<file path="src/dat_ram.sv">
// ----------------------------------------------------------------------------
// dat_ram
// Generic single-write, single-read RAM with a registered read port.
// ----------------------------------------------------------------------------
module dat_ram #(
	parameter int WIDTH = 8,
	parameter int DEPTH = 16
) (
	input  logic                                   clk,
	input  logic                                   we,
	input  logic [(DEPTH > 1 ? $clog2(DEPTH) : 1)-1:0] waddr,
	input  logic [WIDTH-1:0]                       wdata,
	input  logic                                   re,
	input  logic [(DEPTH > 1 ? $clog2(DEPTH) : 1)-1:0] raddr,
	output logic [WIDTH-1:0]                       rdata
);

	logic [WIDTH-1:0] mem_q [DEPTH];

	// write port
	always_ff @(posedge clk) begin
		if (we) begin
			mem_q[waddr] <= wdata;
		end
	end

	// registered read port
	always_ff @(posedge clk) begin
		if (re) begin
			rdata <= mem_q[raddr];
		end
	end

endmodule

</file>
<file path="config.mk">
export PLATFORM = sky130hd
export DESIGN_NAME = dat_ram
export DESIGN_NICKNAME = d
export VERILOG_FILES = /design/src/dat_ram.sv
export SDC_FILE = /design/constraint.sdc
export NUM_CORES = 1
export LEC_CHECK = 0
export BUFFER_PORTS_ARGS = -buffer_cell sky130_fd_sc_hd__buf_2
export CORE_UTILIZATION = 35
export DETAILED_ROUTE_END_ITERATION = 10
export GPL_ROUTABILITY_DRIVEN = 0
export PLACE_DENSITY = 0.5
export SLEW_MARGIN = 20
export SYNTH_ARGS = -nofsm -noshare
export SYNTH_HDL_FRONTEND = slang
export SYNTH_SLANG_ARGS = --single-unit
</file>
<file path="constraint.sdc">
create_clock -name clk -period 1.94 [get_ports clk]
set_input_delay 0 -clock clk [delete_from_list [all_inputs] [get_ports clk]]
set_output_delay 0 -clock clk [all_outputs]
set_load 0.1 [all_outputs]
</file>
==> flow_summary.json <==
{
  "design.die.area_mm2": 0.0154,
  "rsz_0062_raised_after_global_routing": "false",
  "critical_path_required_ps": 2090,
  "via_count_of_the_first_global_routing_pass": 2564,
  "buffer_ports.inserted": 26,
  "final_net_count": 315,
  "post-route-worst-setup-slack_ps": 419,
  "worstHoldEndpoint": "mem_q[4][5]$_DFFE_PP_",
  "reg_clk_slew_reported_paths_ps": 50,
  "yosysWarningCount": 0,
  "critical_path_arrival_ps": 1680,
  "pin_count_of_the_biggest_net_entering_global_routing": 28,
  "syn-cell-area_mm2": 0.00523,
  "critical_path.cell_chain": "mux4_1, a22oi_1, nand2_1",
  "postCtsSetupRepairBufs": 0,
  "mostFrequentLayoutCells": "sky130_fd_sc_hd__edfxtp_1 (136), sky130_fd_sc_hd__buf_2 (26), sky130_fd_sc_hd__buf_4 (20), sky130_fd_sc_hd__mux4_2 (18), sky130_fd_sc_hd__clkbuf_16 (17)",
  "routed_wl_per_cell_um": 21.8,
  "post-route-period-util_pct": 78.4,
  "clkSinkCount": 136,
  "overflow": 0,
  "drive_gt1_share_pct": 29.4,
  "final.min_clock_period_ps": 1520,
  "worstHoldPathType": "in -> reg",
  "first_pass_grt_wire_length_mm": 16.3,
  "cts_root_buf": "sky130_fd_sc_hd__clkbuf_16",
  "critPathSlowestCell": "sky130_fd_sc_hd__mux4_1",
  "power_leakage_nw": 2.15,
  "final.setup_skew_ps": 5.84,
  "max-clock-path-buffers": 2,
  "number_of_antenna_violations_at_the_first_check_in_global_routing": 0,
  "floorplan.io_pins": 27,
  "synthesis.instances": 229,
  "insertion_delay_ps": 410,
  "met3_usage_pct": 5.69,
  "die_width_um": 124,
  "slew_viol_final": 0,
  "grt_use_met2_pct": 22.2,
  "timing.rr.end": "rdata[1]$_DFFE_PP_",
  "worst_hold_startpoint": "waddr[0]",
  "detail_route.iter0.violations": 242,
  "grt.met1_usage_pct": 21.1,
  "regToRegSetupSlack_ps": 420,
  "fmaxAchievable_ghz": 0.657,
  "grt_util_all_layers_pct": 15.3,
  "remaining_drc_errors": 0,
  "drtAntennaViolNets": 0,
  "dp_slack_ps": 314,
  "post-route-util_pct": 43.7,
  "max_slew_headroom_pct": 66.0,
  "post-dp-hpwl_mm": 6.77,
  "tritoncts_clock_tree": "built",
  "crit_path_end_kind": "register",
  "crit_path_max_incr_delay_ps": 510,
  "clock_buffer_count_from_cts": 17,
  "layout_commonest_cell": "sky130_fd_sc_hd__edfxtp_1",
  "reg2reg_depth": 3,
  "floorplan.initialDensity_pct": 36.0,
  "area_growth_pct": 21.4,
  "num_vias": 2473,
  "setup_viol": 0,
  "num_antenna_cells": 0,
  "critical_path_class": "reg -> reg",
  "h-tree-depth": 4,
  "cellPowerDensity_mw_per_mm2": 1060,
  "postRouteWirelength_mm": 10.7,
  "hold_violations": 0,
  "holdPathStages": 3,
  "synth.distinct_cells": 18,
  "avgSynthCellArea_um2": 22.8,
  "grt-busiest-layer": "met2",
  "cts_resized": 0,
  "top_delay_family_on_crit_path": "multiplexers",
  "detail_route.first_pass.iterations": 4,
  "worst-slew-pin-transition_ps": 514,
  "critical_path.reg2reg.startpoint": "mem_q[1][1]$_DFFE_PP_",
  "ys_seq_area_share_pct": 78.1,
  "final.fill_count": 1278,
  "fp.dieH_um": 124,
  "worstPathMaxFanout": 1,
  "core_region_area_mm2": 0.0145,
  "irDropWorstVdd_mv": 0.716,
  "cp-start-kind": "register",
  "synth.net_count": 248,
  "placement_rows": 44,
  "cap_violations": 0,
  "setup_tns_ps": 0,
  "via_per_inst": 5.02,
  "cp.buffers_inverters": 0,
  "multiInputGateArea_mm2": 0.00106,
  "postSynthRegisterBits": 136,
  "ff_latch_area_mm2": 0.00408,
  "status": "complete, no violations"
}
==> sequential cells by signal, summed over array words and instances (netlist names) <==
signal	count
mem_q	128
rdata	8
==> synth_stat cells <==
cell type	count	share of area, %
sky130_fd_sc_hd__and2b_1	1	0.14
sky130_fd_sc_hd__nand2b_1	2	0.24
sky130_fd_sc_hd__nor2_1	13	0.93
sky130_fd_sc_hd__or3b_2	1	0.17
sky130_fd_sc_hd__buf_6	3	0.65
sky130_fd_sc_hd__mux4_1	14	7.0
sky130_fd_sc_hd__a22oi_1	16	2.3
sky130_fd_sc_hd__nand3_1	1	0.096
sky130_fd_sc_hd__nor3_1	4	0.38
sky130_fd_sc_hd__mux4_2	18	7.8
sky130_fd_sc_hd__nand3b_1	2	0.29
sky130_fd_sc_hd__buf_2	3	0.29
sky130_fd_sc_hd__edfxtp_1	136	78
sky130_fd_sc_hd__clkdlybuf4s25_2	3	0.57
sky130_fd_sc_hd__nor2b_1	1	0.12
sky130_fd_sc_hd__and2_1	1	0.12
sky130_fd_sc_hd__nand2_1	9	0.65
sky130_fd_sc_hd__buf_4	1	0.14
==> what timing repair did <==
item,CTS,global route
endpoints found under the hold margin,136,0
setup endpoints to repair,0,0
hold buffers,9,0
==> where the power goes <==
| part | total [mW] | switching (mW) | leakage, nW | internal [mW] |
|---|---|---|---|---|
| clock network | 2.98 | 1.12 | 0.263 | 1.86 |
| registers | 3.33 | 0.0153 | 1.24 | 3.31 |
| logic | 0.431 | 0.284 | 0.646 | 0.147 |
| total | 6.73 | 1.42 | 2.15 | 5.32 |
==> area by class of cell <==
class	instances	area share [%]
Clock inverter	12	1.71
Timing Repair Buffer	58	6.78
Multi-Input combinational cell	83	16.7
Clock buffer	20	6.88
Tap cell	184	3.63
Sequential cell	136	64.3
==> through the flow <==
stage	area (µm²)	power [mW]	cells	hold slack [ps]
CTS	6350	6.82	493	138
finish	6350	6.73	493	167
detailed placement	5710	3.81	452	386
global route	6350	6.97	493	154
global placement	5710	3.81	452	387
floorplan	5230	3.66	229	98.9
==> worst min-delay path: stages <==
cell and delay [ps]:
sky130_fd_sc_hd__buf_2 160, sky130_fd_sc_hd__nor3_1 80, sky130_fd_sc_hd__buf_4 160
==> cell families (layout without fill, tap and decap cells) <==
| family | Yosys count | count (layout) | share of synthesized area, % |
|---|---|---|---|
| compound gates | 16 | 16 | 2.30 |
| buf+inv | 10 | 90 | 1.65 |
| flops | 136 | 136 | 78.1 |
| mux | 32 | 32 | 14.8 |
| simple gates | 35 | 35 | 3.14 |
==> worst max-delay path by stage <==
stage / startpoint / slack (ps) / to / cells after the start
2_1_floorplan: waddr[2] / 450 / mem_q[0][0]$_DFFE_PP_ / 2
3_3_place_gp: raddr[0] / 310 / rdata[4]$_DFFE_PP_ / 5
3_5_place_dp: raddr[0] / 310 / rdata[1]$_DFFE_PP_ / 5
4_1_cts: mem_q[1][1]$_DFFE_PP_ / 370 / rdata[1]$_DFFE_PP_ / 3
5_1_grt: mem_q[1][1]$_DFFE_PP_ / 350 / rdata[1]$_DFFE_PP_ / 3
6_report: mem_q[1][1]$_DFFE_PP_ / 420 / rdata[1]$_DFFE_PP_ / 3
==> layer usage <==
layer | routed length [µm] | up-vias
met4 | 99 | 0
li1 | - | 1117
met1 | 5030 | 1285
met3 | 545 | 9
met2 | 5070 | 62
met5 | 0 | -
Note: power is estimated with default switching activity, not from simulation.
